`src/rtl/core/kvt_pkg.sv`:
```
`default_nettype none

package kvt_pkg;

  localparam int MAX_DEPTH     = 32;
  localparam int POSITION_BITS = 16;
  localparam int LEVEL_BITS    = $clog2(MAX_DEPTH);
  localparam int OFFSET_W      = 16;
  localparam int NEST_W        = 6;

  localparam logic [7:0] CH_SPACE  = 8'h20;
  localparam logic [7:0] CH_TAB    = 8'h09;
  localparam logic [7:0] CH_CR     = 8'h0D;
  localparam logic [7:0] CH_LF     = 8'h0A;
  localparam logic [7:0] CH_QUOTE  = 8'h22;
  localparam logic [7:0] CH_LBRACE = 8'h7B;
  localparam logic [7:0] CH_RBRACE = 8'h7D;
  localparam logic [7:0] CH_LBRACK = 8'h5B;
  localparam logic [7:0] CH_RBRACK = 8'h5D;

  typedef logic [POSITION_BITS-1:0] pos_t;
  typedef logic [LEVEL_BITS-1:0]    level_t;

  typedef enum logic [2:0] {
    CLS_SPACE,
    CLS_QUOTE,
    CLS_OPEN_OBJ,
    CLS_OPEN_LIST,
    CLS_CLOSE_OBJ,
    CLS_CLOSE_LIST,
    CLS_OTHER
  } cls_t;

  typedef enum logic [2:0] {
    CTX_EXPECT_KEY,
    CTX_READ_KEY,
    CTX_EXPECT_VALUE,
    CTX_READ_VALUE,
    CTX_HALTED
  } ctx_t;

  typedef enum logic [2:0] {
    KIND_KEY,
    KIND_VALUE,
    KIND_OPEN_OBJ,
    KIND_OPEN_LIST,
    KIND_CLOSE_OBJ,
    KIND_CLOSE_LIST,
    KIND_ERROR
  } kind_t;

  typedef enum logic [1:0] {
    ERR_NONE,
    ERR_TOP_CLOSE,
    ERR_DEPTH,
    ERR_BRACKET
  } err_t;

  typedef struct packed {
    logic restart;
    cls_t cls;
  } item_t;

  typedef struct packed {
    kind_t               kind;
    logic [OFFSET_W-1:0] offset;
    logic [OFFSET_W-1:0] length;
    logic [NEST_W-1:0]   depth;
    err_t                code;
  } event_t;

  function automatic cls_t classify(input logic [7:0] c);
    cls_t r;
    case (c)
      CH_SPACE, CH_TAB, CH_CR, CH_LF: r = CLS_SPACE;
      CH_QUOTE:                       r = CLS_QUOTE;
      CH_LBRACE:                      r = CLS_OPEN_OBJ;
      CH_LBRACK:                      r = CLS_OPEN_LIST;
      CH_RBRACE:                      r = CLS_CLOSE_OBJ;
      CH_RBRACK:                      r = CLS_CLOSE_LIST;
      default:                        r = CLS_OTHER;
    endcase
    return r;
  endfunction

endpackage

`default_nettype wire

```
`src/rtl/core/keyvalues_tokenizer_top.sv`:
```
// A result item passes through the input queue and the result buffer before it reaches the result ports.
// Throughput: one byte per cycle while the result buffer has room, set by the state update in the back end.
// A two-item queue on each side keeps input acceptance going while results wait.
// Reset (rst, synchronous) empties both queues and returns the tokenizer to expecting a key.
// The restart field clears the tokenizer state in-band before its own byte.
`default_nettype none

module keyvalues_tokenizer_top (
  input  wire logic                            clk,
  input  wire logic                            rst,
  input  wire logic                            push,
  output logic                                 full,
  input  wire logic [7:0]                      data_byte,
  input  wire logic                            restart,
  output logic                                 empty,
  input  wire logic                            pop,
  output logic [2:0]                           kind,
  output logic [kvt_pkg::OFFSET_W-1:0]         token_offset,
  output logic [kvt_pkg::OFFSET_W-1:0]         token_length,
  output logic [kvt_pkg::NEST_W-1:0]           nesting_depth,
  output logic [1:0]                           error_code
);

  logic            head_valid;
  kvt_pkg::item_t  head;
  logic            head_take;
  kvt_pkg::event_t result;

  kvt_front u_front (
    .clk        (clk),
    .rst        (rst),
    .push       (push),
    .data_byte  (data_byte),
    .restart    (restart),
    .full       (full),
    .head_valid (head_valid),
    .head       (head),
    .head_take  (head_take)
  );

  kvt_back u_back (
    .clk        (clk),
    .rst        (rst),
    .head_valid (head_valid),
    .head       (head),
    .head_take  (head_take),
    .pop        (pop),
    .empty      (empty),
    .result     (result)
  );

  assign kind          = result.kind;
  assign token_offset  = result.offset;
  assign token_length  = result.length;
  assign nesting_depth = result.depth;
  assign error_code    = result.code;

endmodule

`default_nettype wire

```
`src/rtl/core/kvt_front.sv`:
```
`default_nettype none

module kvt_front (
  input  wire logic            clk,
  input  wire logic            rst,
  input  wire logic            push,
  input  wire logic [7:0]      data_byte,
  input  wire logic            restart,
  output logic                 full,
  output logic                 head_valid,
  output kvt_pkg::item_t       head,
  input  wire logic            head_take
);

  kvt_pkg::item_t slot [2];
  logic           wp;
  logic           rp;
  logic [1:0]     count;
  logic           wr;
  logic           rd;

  assign full       = (count == 2'd2);
  assign head_valid = (count != 2'd0);
  assign head       = slot[rp];
  assign wr         = push && !full;
  assign rd         = head_take && head_valid;

  always_ff @(posedge clk) begin
    if (wr) begin
      slot[wp] <= '{restart: restart, cls: kvt_pkg::classify(data_byte)};
    end
  end

  always_ff @(posedge clk) begin
    if (rst) begin
      wp    <= 1'b0;
      rp    <= 1'b0;
      count <= 2'd0;
    end else begin
      if (wr) wp <= ~wp;
      if (rd) rp <= ~rp;
      count <= count + {1'b0, wr} - {1'b0, rd};
    end
  end

  a_count_bound: assert property (@(posedge clk) disable iff (rst)
    count != 2'd3) else $error("front queue count out of range");

endmodule

`default_nettype wire

```
`src/rtl/core/kvt_back.sv`:
```
`default_nettype none

module kvt_back (
  input  wire logic            clk,
  input  wire logic            rst,
  input  wire logic            head_valid,
  input  wire kvt_pkg::item_t  head,
  output logic                 head_take,
  input  wire logic            pop,
  output logic                 empty,
  output kvt_pkg::event_t      result
);

  kvt_pkg::ctx_t                   ctx;
  kvt_pkg::ctx_t                   ctx_next;
  logic                            quoted;
  logic                            quoted_next;
  kvt_pkg::pos_t                   pos;
  kvt_pkg::pos_t                   pos_next;
  kvt_pkg::pos_t                   tbegin;
  kvt_pkg::pos_t                   tbegin_next;
  kvt_pkg::level_t                 level;
  kvt_pkg::level_t                 level_next;
  logic                            cur_list;
  logic                            cur_list_next;
  logic [kvt_pkg::MAX_DEPTH-1:0]   stack;

  kvt_pkg::ctx_t                   ctx_e;
  logic                            quoted_e;
  kvt_pkg::pos_t                   pos_e;
  kvt_pkg::pos_t                   tbegin_e;
  kvt_pkg::level_t                 level_e;
  logic                            cur_list_e;
  logic                            parent_list;
  logic                            ends;

  logic                            stack_we;
  kvt_pkg::level_t                 stack_wa;
  logic                            stack_wd;

  logic                            ev_valid;
  kvt_pkg::event_t                 ev;

  kvt_pkg::event_t                 obuf [2];
  logic                            owp;
  logic                            orp;
  logic [1:0]                      ocount;
  logic                            owr;
  logic                            ord;

  assign head_take = head_valid && (ocount != 2'd2);

  assign ctx_e      = head.restart ? kvt_pkg::CTX_EXPECT_KEY : ctx;
  assign quoted_e   = head.restart ? 1'b0 : quoted;
  assign pos_e      = head.restart ? '0 : pos;
  assign tbegin_e   = head.restart ? '0 : tbegin;
  assign level_e    = head.restart ? '0 : level;
  assign cur_list_e = head.restart ? 1'b0 : cur_list;

  assign parent_list = stack[level_e - 1'b1];
  assign ends = quoted_e ? (head.cls == kvt_pkg::CLS_QUOTE) : (head.cls == kvt_pkg::CLS_SPACE);

  always_comb begin
    ctx_next      = ctx;
    quoted_next   = quoted;
    pos_next      = pos;
    tbegin_next   = tbegin;
    level_next    = level;
    cur_list_next = cur_list;
    stack_we      = 1'b0;
    stack_wa      = level_e + 1'b1;
    stack_wd      = 1'b0;
    ev_valid      = 1'b0;
    ev            = '0;
    ev.offset     = kvt_pkg::OFFSET_W'(pos_e);
    if (head_take) begin
      ctx_next      = ctx_e;
      quoted_next   = quoted_e;
      pos_next      = pos_e;
      tbegin_next   = tbegin_e;
      level_next    = level_e;
      cur_list_next = cur_list_e;
      if (ctx_e != kvt_pkg::CTX_HALTED) begin
        if (pos_e == '1) begin
          ctx_next = kvt_pkg::CTX_HALTED;
          ev_valid = 1'b1;
          ev.kind  = kvt_pkg::KIND_ERROR;
          ev.code  = kvt_pkg::ERR_BRACKET;
        end else begin
          pos_next = pos_e + 1'b1;
          case (ctx_e)
            kvt_pkg::CTX_EXPECT_KEY: begin
              if (head.cls == kvt_pkg::CLS_CLOSE_OBJ) begin
                ev_valid = 1'b1;
                if (level_e == '0) begin
                  ctx_next = kvt_pkg::CTX_HALTED;
                  ev.kind  = kvt_pkg::KIND_ERROR;
                  ev.code  = kvt_pkg::ERR_TOP_CLOSE;
                end else begin
                  level_next    = level_e - 1'b1;
                  cur_list_next = parent_list;
                  ctx_next      = parent_list ? kvt_pkg::CTX_EXPECT_VALUE
                                              : kvt_pkg::CTX_EXPECT_KEY;
                  ev.kind       = kvt_pkg::KIND_CLOSE_OBJ;
                end
              end else if (head.cls != kvt_pkg::CLS_SPACE) begin
                quoted_next = (head.cls == kvt_pkg::CLS_QUOTE);
                tbegin_next = (head.cls == kvt_pkg::CLS_QUOTE) ? pos_e + 1'b1 : pos_e;
                ctx_next    = kvt_pkg::CTX_READ_KEY;
              end
            end
            kvt_pkg::CTX_EXPECT_VALUE: begin
              if (head.cls == kvt_pkg::CLS_CLOSE_LIST) begin
                ev_valid = 1'b1;
                if (!cur_list_e || level_e == '0) begin
                  ctx_next = kvt_pkg::CTX_HALTED;
                  ev.kind  = kvt_pkg::KIND_ERROR;
                  ev.code  = kvt_pkg::ERR_BRACKET;
                end else begin
                  level_next    = level_e - 1'b1;
                  cur_list_next = parent_list;
                  ctx_next      = parent_list ? kvt_pkg::CTX_EXPECT_VALUE
                                              : kvt_pkg::CTX_EXPECT_KEY;
                  ev.kind       = kvt_pkg::KIND_CLOSE_LIST;
                end
              end else if (head.cls == kvt_pkg::CLS_OPEN_OBJ ||
                           head.cls == kvt_pkg::CLS_OPEN_LIST) begin
                ev_valid = 1'b1;
                if (level_e == kvt_pkg::LEVEL_BITS'(kvt_pkg::MAX_DEPTH - 1)) begin
                  ctx_next = kvt_pkg::CTX_HALTED;
                  ev.kind  = kvt_pkg::KIND_ERROR;
                  ev.code  = kvt_pkg::ERR_DEPTH;
                end else begin
                  level_next    = level_e + 1'b1;
                  stack_we      = 1'b1;
                  stack_wd      = (head.cls == kvt_pkg::CLS_OPEN_LIST);
                  cur_list_next = (head.cls == kvt_pkg::CLS_OPEN_LIST);
                  quoted_next   = 1'b0;
                  if (head.cls == kvt_pkg::CLS_OPEN_OBJ) begin
                    ctx_next = kvt_pkg::CTX_EXPECT_KEY;
                    ev.kind  = kvt_pkg::KIND_OPEN_OBJ;
                  end else begin
                    ctx_next = kvt_pkg::CTX_EXPECT_VALUE;
                    ev.kind  = kvt_pkg::KIND_OPEN_LIST;
                  end
                end
              end else if (head.cls != kvt_pkg::CLS_SPACE) begin
                quoted_next = (head.cls == kvt_pkg::CLS_QUOTE);
                tbegin_next = (head.cls == kvt_pkg::CLS_QUOTE) ? pos_e + 1'b1 : pos_e;
                ctx_next    = kvt_pkg::CTX_READ_VALUE;
              end
            end
            kvt_pkg::CTX_READ_KEY: begin
              if (ends) begin
                ev_valid    = 1'b1;
                quoted_next = 1'b0;
                ctx_next    = kvt_pkg::CTX_EXPECT_VALUE;
                ev.kind     = kvt_pkg::KIND_KEY;
                ev.offset   = kvt_pkg::OFFSET_W'(tbegin_e);
                ev.length   = kvt_pkg::OFFSET_W'(pos_e - tbegin_e);
              end
            end
            kvt_pkg::CTX_READ_VALUE: begin
              if (ends) begin
                ev_valid    = 1'b1;
                quoted_next = 1'b0;
                ctx_next    = cur_list_e ? kvt_pkg::CTX_EXPECT_VALUE
                                         : kvt_pkg::CTX_EXPECT_KEY;
                ev.kind     = kvt_pkg::KIND_VALUE;
                ev.offset   = kvt_pkg::OFFSET_W'(tbegin_e);
                ev.length   = kvt_pkg::OFFSET_W'(pos_e - tbegin_e);
              end
            end
            default: begin
              ctx_next = kvt_pkg::CTX_HALTED;
            end
          endcase
        end
      end
    end
    ev.depth = kvt_pkg::NEST_W'(level_next);
  end

  always_ff @(posedge clk) begin
    if (rst) begin
      ctx      <= kvt_pkg::CTX_EXPECT_KEY;
      quoted   <= 1'b0;
      pos      <= '0;
      tbegin   <= '0;
      level    <= '0;
      cur_list <= 1'b0;
      stack    <= '0;
    end else begin
      ctx      <= ctx_next;
      quoted   <= quoted_next;
      pos      <= pos_next;
      tbegin   <= tbegin_next;
      level    <= level_next;
      cur_list <= cur_list_next;
      if (stack_we) stack[stack_wa] <= stack_wd;
    end
  end

  assign owr    = head_take && ev_valid;
  assign ord    = pop && !empty;
  assign empty  = (ocount == 2'd0);
  assign result = obuf[orp];

  always_ff @(posedge clk) begin
    if (owr) begin
      obuf[owp] <= ev;
    end
  end

  always_ff @(posedge clk) begin
    if (rst) begin
      owp    <= 1'b0;
      orp    <= 1'b0;
      ocount <= 2'd0;
    end else begin
      if (owr) owp <= ~owp;
      if (ord) orp <= ~orp;
      ocount <= ocount + {1'b0, owr} - {1'b0, ord};
    end
  end

  a_error_halts: assert property (@(posedge clk) disable iff (rst)
    (owr && ev.kind == kvt_pkg::KIND_ERROR) |=> ctx == kvt_pkg::CTX_HALTED)
    else $error("error item without halt");

  a_halted_silent: assert property (@(posedge clk) disable iff (rst)
    (head_take && ctx == kvt_pkg::CTX_HALTED && !head.restart) |-> !ev_valid)
    else $error("item produced while halted");

  a_top_is_object: assert property (@(posedge clk) disable iff (rst)
    (level == '0) |-> !cur_list)
    else $error("top level marked as list");

  a_obuf_bound: assert property (@(posedge clk) disable iff (rst)
    ocount != 2'd3) else $error("result buffer count out of range");

endmodule

`default_nettype wire
```
`config.mk`:
```
export PLATFORM = sky130hd
export DESIGN_NAME = keyvalues_tokenizer_top
export DESIGN_NICKNAME = d
export VERILOG_FILES = /design/src/rtl/core/kvt_pkg.sv /design/src/rtl/core/keyvalues_tokenizer_top.sv /design/src/rtl/core/kvt_front.sv /design/src/rtl/core/kvt_back.sv
export SDC_FILE = /design/constraint.sdc
export NUM_CORES = 1
export LEC_CHECK = 0
export ABC_AREA = 0
export ABC_CLOCK_PERIOD_IN_PS = 6950
export BUFFER_PORTS_ARGS = -buffer_cell sky130_fd_sc_hd__buf_4
export CORE_MARGIN = 2
export CORE_UTILIZATION = 55
export CTS_CLUSTER_SIZE = 8
export DETAILED_ROUTE_END_ITERATION = 10
export PLACE_DENSITY_LB_ADDON = 0.1
export SLEW_MARGIN = 15
export SYNTH_ARGS = -nofsm -noshare
export SYNTH_HDL_FRONTEND = slang
export SYNTH_SLANG_ARGS = --single-unit
```
`constraint.sdc`:
```
create_clock -name clk -period 6.95 [get_ports clk]
set_clock_uncertainty 0.1 [all_clocks]
set_input_delay 1.39 -clock clk [delete_from_list [all_inputs] [get_ports clk]]
set_output_delay 1.39 -clock clk [all_outputs]
set_load 0.005 [all_outputs]
```
Word-level counts from Yosys, hierarchy flattened:

Memory sizes are Yosys's and may differ from the RTL's. A register that Yosys moved wholly into a read port is not among the register bits.
Cells that the tools add are included.

* flip-flop bits (word level): 82
* word-level logic and storage cells: 194
* memories kept: 2
* input port bits: 13
* ROM bits: 0
* bits in writable memories: 92
* latch bits: 0

* mux-type cells: 123
* divide/modulo/power cells: 0
* bitwise gates (word level): 4
* reductions and logical operators: 19
* eq/ne operators: 22
* add/subtract/negate cells: 8
* shift-type cells: 0
* order comparisons: 3
* multipliers: 0

Memories
* u_back.obuf: depth 2, bits a word 42, rd ports 1, clocked after Yosys merged registers in 1, write ports 1, line kvt_back.sv:44 `kvt_pkg::event_t obuf [2];`
* u_front.slot: depth 2, bits a word 4, rd ports 1, clocked after Yosys merged registers in 1, write ports 1, line kvt_front.sv:15 `kvt_pkg::item_t slot [2];`

Operator list (count)
* two-way mux 16 bit: 11
* two-way mux 35 bit: 2
* two-way mux 32 bit: 2
* case mux 32 bit (2 select lines): 1
* two-way mux 3 bit: 19
* two-way mux 1 bit: 52
* two-way mux 5 bit: 10
* two-way mux 33 bit: 1
* bitwise mux 32 bit: 1
* equality test 8 x 7 -> 1 bit, second input constant: 4
* case mux 16 bit (2 select lines): 1
* two-way mux 2 bit: 13
* equality test 8 x 4 -> 1 bit, second input constant: 3
* case mux 3 bit (4 select lines): 2
* case mux 3 bit (6 select lines): 1
* adder 16 x 1 -> 16 bit, second input constant: 1
* equality test 16 bit, second input constant: 1
* equality test 8 x 6 -> 1 bit, second input constant: 2
* subtractor 16 bit: 1
* equality test 3 x 2 -> 1 bit, second input constant: 4
* < comparator 5 x 6 -> 1 bit, second input constant: 2
* case mux 5 bit (2 select lines): 1
* equality test 3 x 1 -> 1 bit, second input constant: 2
* equality test 3 bit, second input constant: 2
* 25 further kinds: 40

Depth between registers and ports, before layout:

Gate-level depths: netlist of the first run.

* word-level depth: 11
* depth in mapped cells: 18

Hierarchy:

A second synthesis of the first run with hierarchy kept.

* cell total of the unflattened synthesis: 1017
* area total of the unflattened synthesis: 9726.8 um^2

Modules (own cells, without submodules)
* kvt_back: cells an instance 963, area each 9112.5 um^2, instances 1
* kvt_front: cells an instance 54, area each 614.3 um^2, instances 1

Least setup slack after synthesis of the first run:

Ideal clock, no wire load.

* path type: reg-to-reg
* start: register with a tool-made name
* end: memory u_back.obuf[0][0] in the netlist's numbering (enable)
* buffers on the path: 2
* data required time: 6404 ps
* cell stages (with the launch flop): 10
* slack: 2621 ps
* arrival: 3782 ps
* cell sequence: dfxtp_1 > buf_6 > mux2i_4 > buf_6 > nand3_1 > a21oi_1 > and3_2 > nor2_1 > a21oi_1 > nor2b_1

RTL lines (line)
* end: declaration: kvt_back.sv:44

==> impl_metrics.yaml, run 1 <==
sta:
  hold_violations: 0
  holdWs_ns: 0.3833
  slew_violations: 0
  setup_viol: 0
  rsz0062_at_grt: "no"
  max_freq_ghz: 0.2186
  period_share_pct: 65.81
  period_needed_ns: 4.574
  finalSetupTns_ns: 0
  relSlewSlack_pct: 28.26
  tightest_slew_ns: 1.076
clock_network:
  htree_levels: 4
  cts_setup_buffers: 0
  cts_tree: "yes"
  cts_hold_buffers: 0
  numCtsBuffers: 17
  clkSlewWorstSetupHoldPaths_ns: 0.07
  cts_buffer_depth: 2
  root_buffer: "clkbuf_16"
  clkLatencyLatePin_ns: 0.44
  cts_resized: 0
  cts.sinks: 176
detailed_routing:
  via_count: 8289
  drcViolationCount: 0
  wl_per_cell_um: 18.68
  routed_wl_mm: 25.47
  routed_via_density: 6.077
  ant_nets: 0
  first_pass_iters: 5
  drt_iter0_markers: 837
critical_path:
  crit_required_ns: 7.13
  critPathLaunchType: "flip-flop"
  r2r_cells: 12
  crit_path_max_fanout: 26
  arrival_ns: 4.75
  path_class: "flip-flop to flip-flop"
  cp_cell_sequence: "mux2i_4 > nand2_1 > ha_1 > buf_4 > xor2_1 > mux2_2 > o22ai_1 > nor4_1 > a2111oi_0 > o211ai_1 > a21oi_1 > a211oi_1"
  slowest_delay_ns: 0.70
  cp_slowest_cell: "dfxtp_1"
  r2r_end: "u_back.ctx[1]$_SDFFE_PP0P_"
  r2r_slack_ns: 2.38
  crit_path_end: "u_back.ctx[1]$_SDFFE_PP0P_"
  cp-end-kind: "flip-flop"
synthesis:
  ys_ff_latch: 176
  synth_cells: 1108
  synthAdderAreaFrac_pct: 3.014
  synth_area_leaders: "edfxtp_1 27%, dfxtp_1 16%, mux2_2 5.4%"
  synthMuxAreaShare_pct: 8.775
  yosysTopAreaCell: "edfxtp_1"
  synth_fp_nets: 1144
  yosys.area_share.simple_pct: 21.31
  avgSynthCellArea_um2: 9.253
  synth_compound_area_share_pct: 14.93
  netlist_area_um2: 10250
  synthFlopType: "edfxtp_1"
  synth_cell_types: 84
  yosysTopAreaCellShare_pct: 26.95
  synth_top_family_by_area: "simple AND/OR/NAND/NOR gates"
  synth-async-reset-ratio_pct: 0
  synth_xor_area_share_pct: 4.613
  yosys_warnings: 0
  synth-edff-count: 92
  synth-seq-area-share_pct: 43.35
global_route:
  grt_max_degree: 86
  grt_pass1_wl_mm: 40.58
  grt_overflow_total: 0
  antenna_found_initial: 0
  grtUsageTotal_pct: 25.78
  grt_pass1_vias: 7861
layout:
  n_fill_cell: 1586
  mostFrequentLayoutCells: "133 x nand2_1, 105 x nor2_1, 92 x edfxtp_1"
  final_layout_size_suffix_gt1_share_pct: 15.33
  syn2layout_area_growth_pct: 10.28
  final_nets: 1158
  antenna_cells: 0
  final_common_cell: "nand2_1"
placed_design:
  gp_congestion: 0.9278
  port_buffers: 56
  dp_hpwl_mm: 17.63
power_and_ir_drop:
  p_per_area_nw_per_um2: 263.3
  p_leak_nw: 4.145
  ir_worst_vdd_v: 0.0001850
status:
  status: "finished, final reports clean"
floorplan:
  start_util_pct: 56.49
  core_um2: 18150
  num_io_pins: 58
  num_rows: 49
  die_area_um2: 19750
  die_x_um: 140.5
  die_h_um: 140.5
min_path:
  hp-class: "flip-flop to flip-flop"
  hold_depth: 2
job:
  drv_cap: 0
[per-layer routing]
layer  routed length [um]  GRT usage, %
met1                11080         32.98
met5                    0             0
met2                12380         44.09
met3                 1315         4.103
met4                  694         10.00
[layout make-up]
type / count / area [um2] / area share [%]
multi-input combinational: 840 / 5409 / 47.84
clock buffer: 18 / 439.2 / 3.884
timing repair buffer: 61 / 457.9 / 4.050
tap: 229 / 286.5 / 2.534
inverter: 26 / 97.59 / 0.8632
sequential: 176 / 4446 / 39.32
clock inverter: 14 / 170.2 / 1.505
[stage by stage]
stage	instances	util (%)	power [mW]	area [um2]	worst slack (ns)
final	1364	62.30	2.976	11310	2.376
after global routing	1364	62.30	3.104	11310	1.925
after CTS	1364	62.30	2.983	11310	2.381
after detailed placement	1332	58.94	1.996	10700	2.417
after global placement	1332	58.94	1.991	10700	2.521
after floorplan	1108	-	1.752	10250	2.621
[kinds of logic (layout without fill, tap and decap cells)]
kind of cell / count (synthesis) / count (layout)
simple gates: 435 / 435
xor+xnor: 54 / 54
mux: 82 / 82
buf+inv: 92 / 119
fa+ha+maj: 25 / 25
flops: 176 / 176
other cells: 1 / 1
compound gates: 243 / 243
[sequential cells by signal, summed over array words and instances, names as in the netlist, 2 cells and up, named ones only]
name / count
u_back.ctx: 3
u_back.level: 5
u_back.obuf: 84
u_back.ocount: 2
u_back.pos: 16
u_back.stack: 32
u_back.tbegin: 16
u_front.count: 2
u_front.slot: 8
[worst max-delay path: cells and delay by family, from the launching register on]
family,cells,cell delay (ns)
compound gates,5,1.09
mux,2,0.93
flops,1,0.70
fa+ha+maj,1,0.53
xor+xnor,1,0.41
buf+inv,1,0.33
simple gates,2,0.30
[cells in the mapped netlist (30+ instances only)]
| library cell | count |
|---|---|
| nand2_1 | 133 |
| nor2_1 | 105 |
| edfxtp_1 | 92 |
| dfxtp_1 | 84 |
| a21oi_1 | 67 |
| o21ai_0 | 57 |
| mux2_2 | 49 |
| nor2b_1 | 38 |
| clkbuf_1 | 32 |
| mux2i_1 | 31 |
| xnor2_1 | 31 |
| nand2b_1 | 30 |
[power by group]
group / internal [mW] / switching, mW / leakage, nW / total, mW
clock network: 0.553 / 0.442 / 0.287 / 0.994
logic: 0.310 / 0.444 / 2.33 / 0.755
registers: 1.14 / 0.0844 / 1.52 / 1.23
total: 2.01 / 0.971 / 4.14 / 2.98
[worst min-delay path by stage]
stage                                   from                       endpoint  slack, ns
2_1_floorplan  u_back.stack[26]$_SDFFE_PP0P_  u_back.stack[26]$_SDFFE_PP0P_       0.35
3_3_place_gp    u_back.stack[7]$_SDFFE_PP0P_   u_back.stack[7]$_SDFFE_PP0P_       0.36
3_5_place_dp    u_back.stack[3]$_SDFFE_PP0P_   u_back.stack[3]$_SDFFE_PP0P_       0.37
4_1_cts         u_back.stack[3]$_SDFFE_PP0P_   u_back.stack[3]$_SDFFE_PP0P_       0.38
5_1_grt        u_back.stack[15]$_SDFFE_PP0P_  u_back.stack[15]$_SDFFE_PP0P_       0.41
6_report        u_back.stack[7]$_SDFFE_PP0P_   u_back.stack[7]$_SDFFE_PP0P_       0.38
No activity file was read; power rests on OpenSTA's default activity.
==> run 2: changes to the inputs <==
--- a/config.mk
+++ b/config.mk
@@ -5,8 +5,8 @@
 export SDC_FILE = /design/constraint.sdc
 export NUM_CORES = 1
 export LEC_CHECK = 0
-export ABC_AREA = 0
-export ABC_CLOCK_PERIOD_IN_PS = 6950
+export ABC_AREA = 1
+export ABC_CLOCK_PERIOD_IN_PS = 4700
 export BUFFER_PORTS_ARGS = -buffer_cell sky130_fd_sc_hd__buf_4
 export CORE_MARGIN = 2
 export CORE_UTILIZATION = 55
==> constraint.sdc (replaced) <==
create_clock -name clk -period 4.7 [get_ports clk]
set_clock_uncertainty 0.1 [all_clocks]
set_input_delay 0.94 -clock clk [delete_from_list [all_inputs] [get_ports clk]]
set_output_delay 0.94 -clock clk [all_outputs]
set_load 0.005 [all_outputs]
==> run 2 against run 1 <==
Effect of this change: first-iteration DRC count decreased by 7.3%; area after synthesis decreased by 1.4%; sequential share of layout area increased by 0.31 points; sequential power increased by 63%; synthesized cell count increased by 16%; register-to-register slack got worse by 1.6 ns; cell count increased by 14%; combinational power increased to 3.6 times the previous value; design area decreased by 0.77%; routed wire length decreased by 0.21%; critical path type unchanged; largest cell class unchanged; highest routed layer unchanged.
==> impl_metrics.yaml, run 2 <==
synthesis:
  synth_cell_types: 45
  synthTopCellsByCount: "220 x nand2_1, 163 x nor2_1, 139 x inv_1"
  synth-edff-count: 92
  synth_fp_nets: 1317
  netlist_area_um2: 10110
  synth_area_leaders: "edfxtp_1 27%, dfxtp_1 17%, nand2_1 8.2%"
  yosysTopAreaCell: "edfxtp_1"
  avgSynthCellArea_um2: 7.890
  yosysTopAreaCellShare_pct: 27.33
  synth_cells: 1281
  synth-async-reset-ratio_pct: 0
  yosysMostFrequentCell: "nand2_1"
  ys_ff_latch: 176
  synth-seq-area-share_pct: 43.97
  synthFlopType: "edfxtp_1"
  yosys_warnings: 0
sta:
  period_needed_ns: 3.881
  rsz0062_at_grt: "no"
  hold_violations: 0
  finalSetupTns_ns: 0
  tightest_slew_ns: 0.9839
  period_share_pct: 82.57
  relSlewSlack_pct: 34.41
  worst_slack_ns: 0.8192
  holdWs_ns: 0.3550
  slew_violations: 0
  setup_viol: 0
  max_freq_ghz: 0.2577
floorplan:
  num_io_pins: 58
  core_um2: 18020
  die_x_um: 139.6
  die_area_um2: 19480
  die_h_um: 139.6
  num_rows: 49
  start_util_pct: 56.07
status:
  status: "finished, final reports clean"
critical_path:
  path_class: "flip-flop to flip-flop"
  cp-end-kind: "flip-flop"
  arrival_ns: 3.86
  crit_required_ns: 4.68
  critPathLaunchType: "flip-flop"
  crit_path_max_fanout: 43
clock_network:
  clkSlewWorstSetupHoldPaths_ns: 0.07
  clkLatencyLatePin_ns: 0.45
  cts_hold_buffers: 0
  cts_tree: "yes"
  cts_setup_buffers: 0
  cts_resized: 0
  numCtsBuffers: 17
  root_buffer: "clkbuf_16"
  cts_buffer_depth: 2
  htree_levels: 4
  cts.sinks: 176
detailed_routing:
  drt_iter0_markers: 776
  ant_nets: 0
  drcViolationCount: 0
  first_pass_iters: 5
  via_count: 8832
  wl_per_cell_um: 16.34
  routed_via_density: 5.676
  routed_wl_mm: 25.42
layout:
  final_layout_size_suffix_gt1_share_pct: 13.72
  mostFrequentLayoutCells: "220 x nand2_1, 161 x nor2_1, 138 x inv_1"
  final_nets: 1350
  fin_area_um2: 11220
  final_common_cell: "nand2_1"
  fin_util_pct: 62.24
  antenna_cells: 0
  largest_reg_flops: 84
  largestRegisters: "u_back.obuf: 84 flops, u_back.stack: 32 flops"
  n_fill_cell: 1629
  regMostFlops: "u_back.obuf"
  syn2layout_area_growth_pct: 10.99
  fin_cells: 1556
global_route:
  grt_max_degree: 57
  grt_pass1_wl_mm: 41.06
  grtUsageTotal_pct: 26.06
  grt_pass1_vias: 8052
  grt_overflow_total: 0
  antenna_found_initial: 0
placed_design:
  dp_slack_ns: 0.8765
  dp_hpwl_mm: 17.71
  gp_congestion: 0.9360
  placed_cells: 1524
  port_buffers: 56
  placed_area_um2: 10650
power_and_ir_drop:
  ir_worst_vdd_v: 0.0002967
  p_total_mw: 6.110
  p_per_area_nw_per_um2: 544.6
  p_leak_nw: 4.625
job:
  drv_cap: 0
min_path:
  hp-class: "flip-flop to flip-flop"
-- run 2: worst paths after layout --
path,start,endpoint,slack [ns],cells past startpoint
worst max-delay path,flip-flop,u_back.obuf[1][37]$_DFFE_PP_,0.82,13
worst min-delay path,u_back.orp$_SDFFE_PP0P_,flip-flop,0.35,1
worst max register to register,flip-flop,u_back.obuf[1][37]$_DFFE_PP_,0.82,13
worst min register to register,u_back.orp$_SDFFE_PP0P_,flip-flop,0.35,1
-- run 2: cell families (layout without fill, tap and decap cells) --
kind of cell               after synthesis  after routing  synth area share (%)
xor gates and xnor gates                17             17                 1.473
adders and majority gates               23             23                 2.847
other                                    1              1               0.03710
and+or+nand+nor                        570            570                 25.32
muxes                                   42             42                 4.679
AOI/OAI and AO/OA                      254            254                 13.69
DFF                                    176            176                 43.97
buffers and inverters                  198            244                 7.985
-- run 2: metal layers --
layer,wire [um],GRT usage [%]
met5,0,0
met3,1547,3.889
met4,488,7.789
met2,12310,44.25
met1,11070,34.74
-- run 2: layout make-up --
type | count | area, um2 | share of cell area [%]
Clock buffer | 17 | 425.4 | 3.792
Clock inverter | 15 | 140.1 | 1.249
Inverter | 146 | 548.0 | 4.885
Multi-Input combinational cell | 907 | 4877 | 43.48
Sequential cell | 176 | 4446 | 39.63
Tap cell | 229 | 286.5 | 2.554
Timing Repair Buffer | 66 | 495.5 | 4.417
-- run 2: critical path, cell delays in order, from the launching register on --
cell	delay, ns
dfxtp_1	0.37
inv_2	0.09
nand2_4	0.20
nand2_4	0.29
inv_2	0.49
nand2_1	0.31
inv_1	0.15
nand4_1	0.12
inv_1	0.15
nand4_4	0.27
nand4_1	0.16
nand2_1	0.16
nor2_4	0.12
buf_4	0.47
-- run 2: power breakdown --
part           switching, mW  internal [mW]  leakage, nW  total (mW)
registers              0.155           1.86         1.48        2.01
logic                   1.83          0.886         2.87        2.72
clock network          0.678          0.701        0.267        1.38
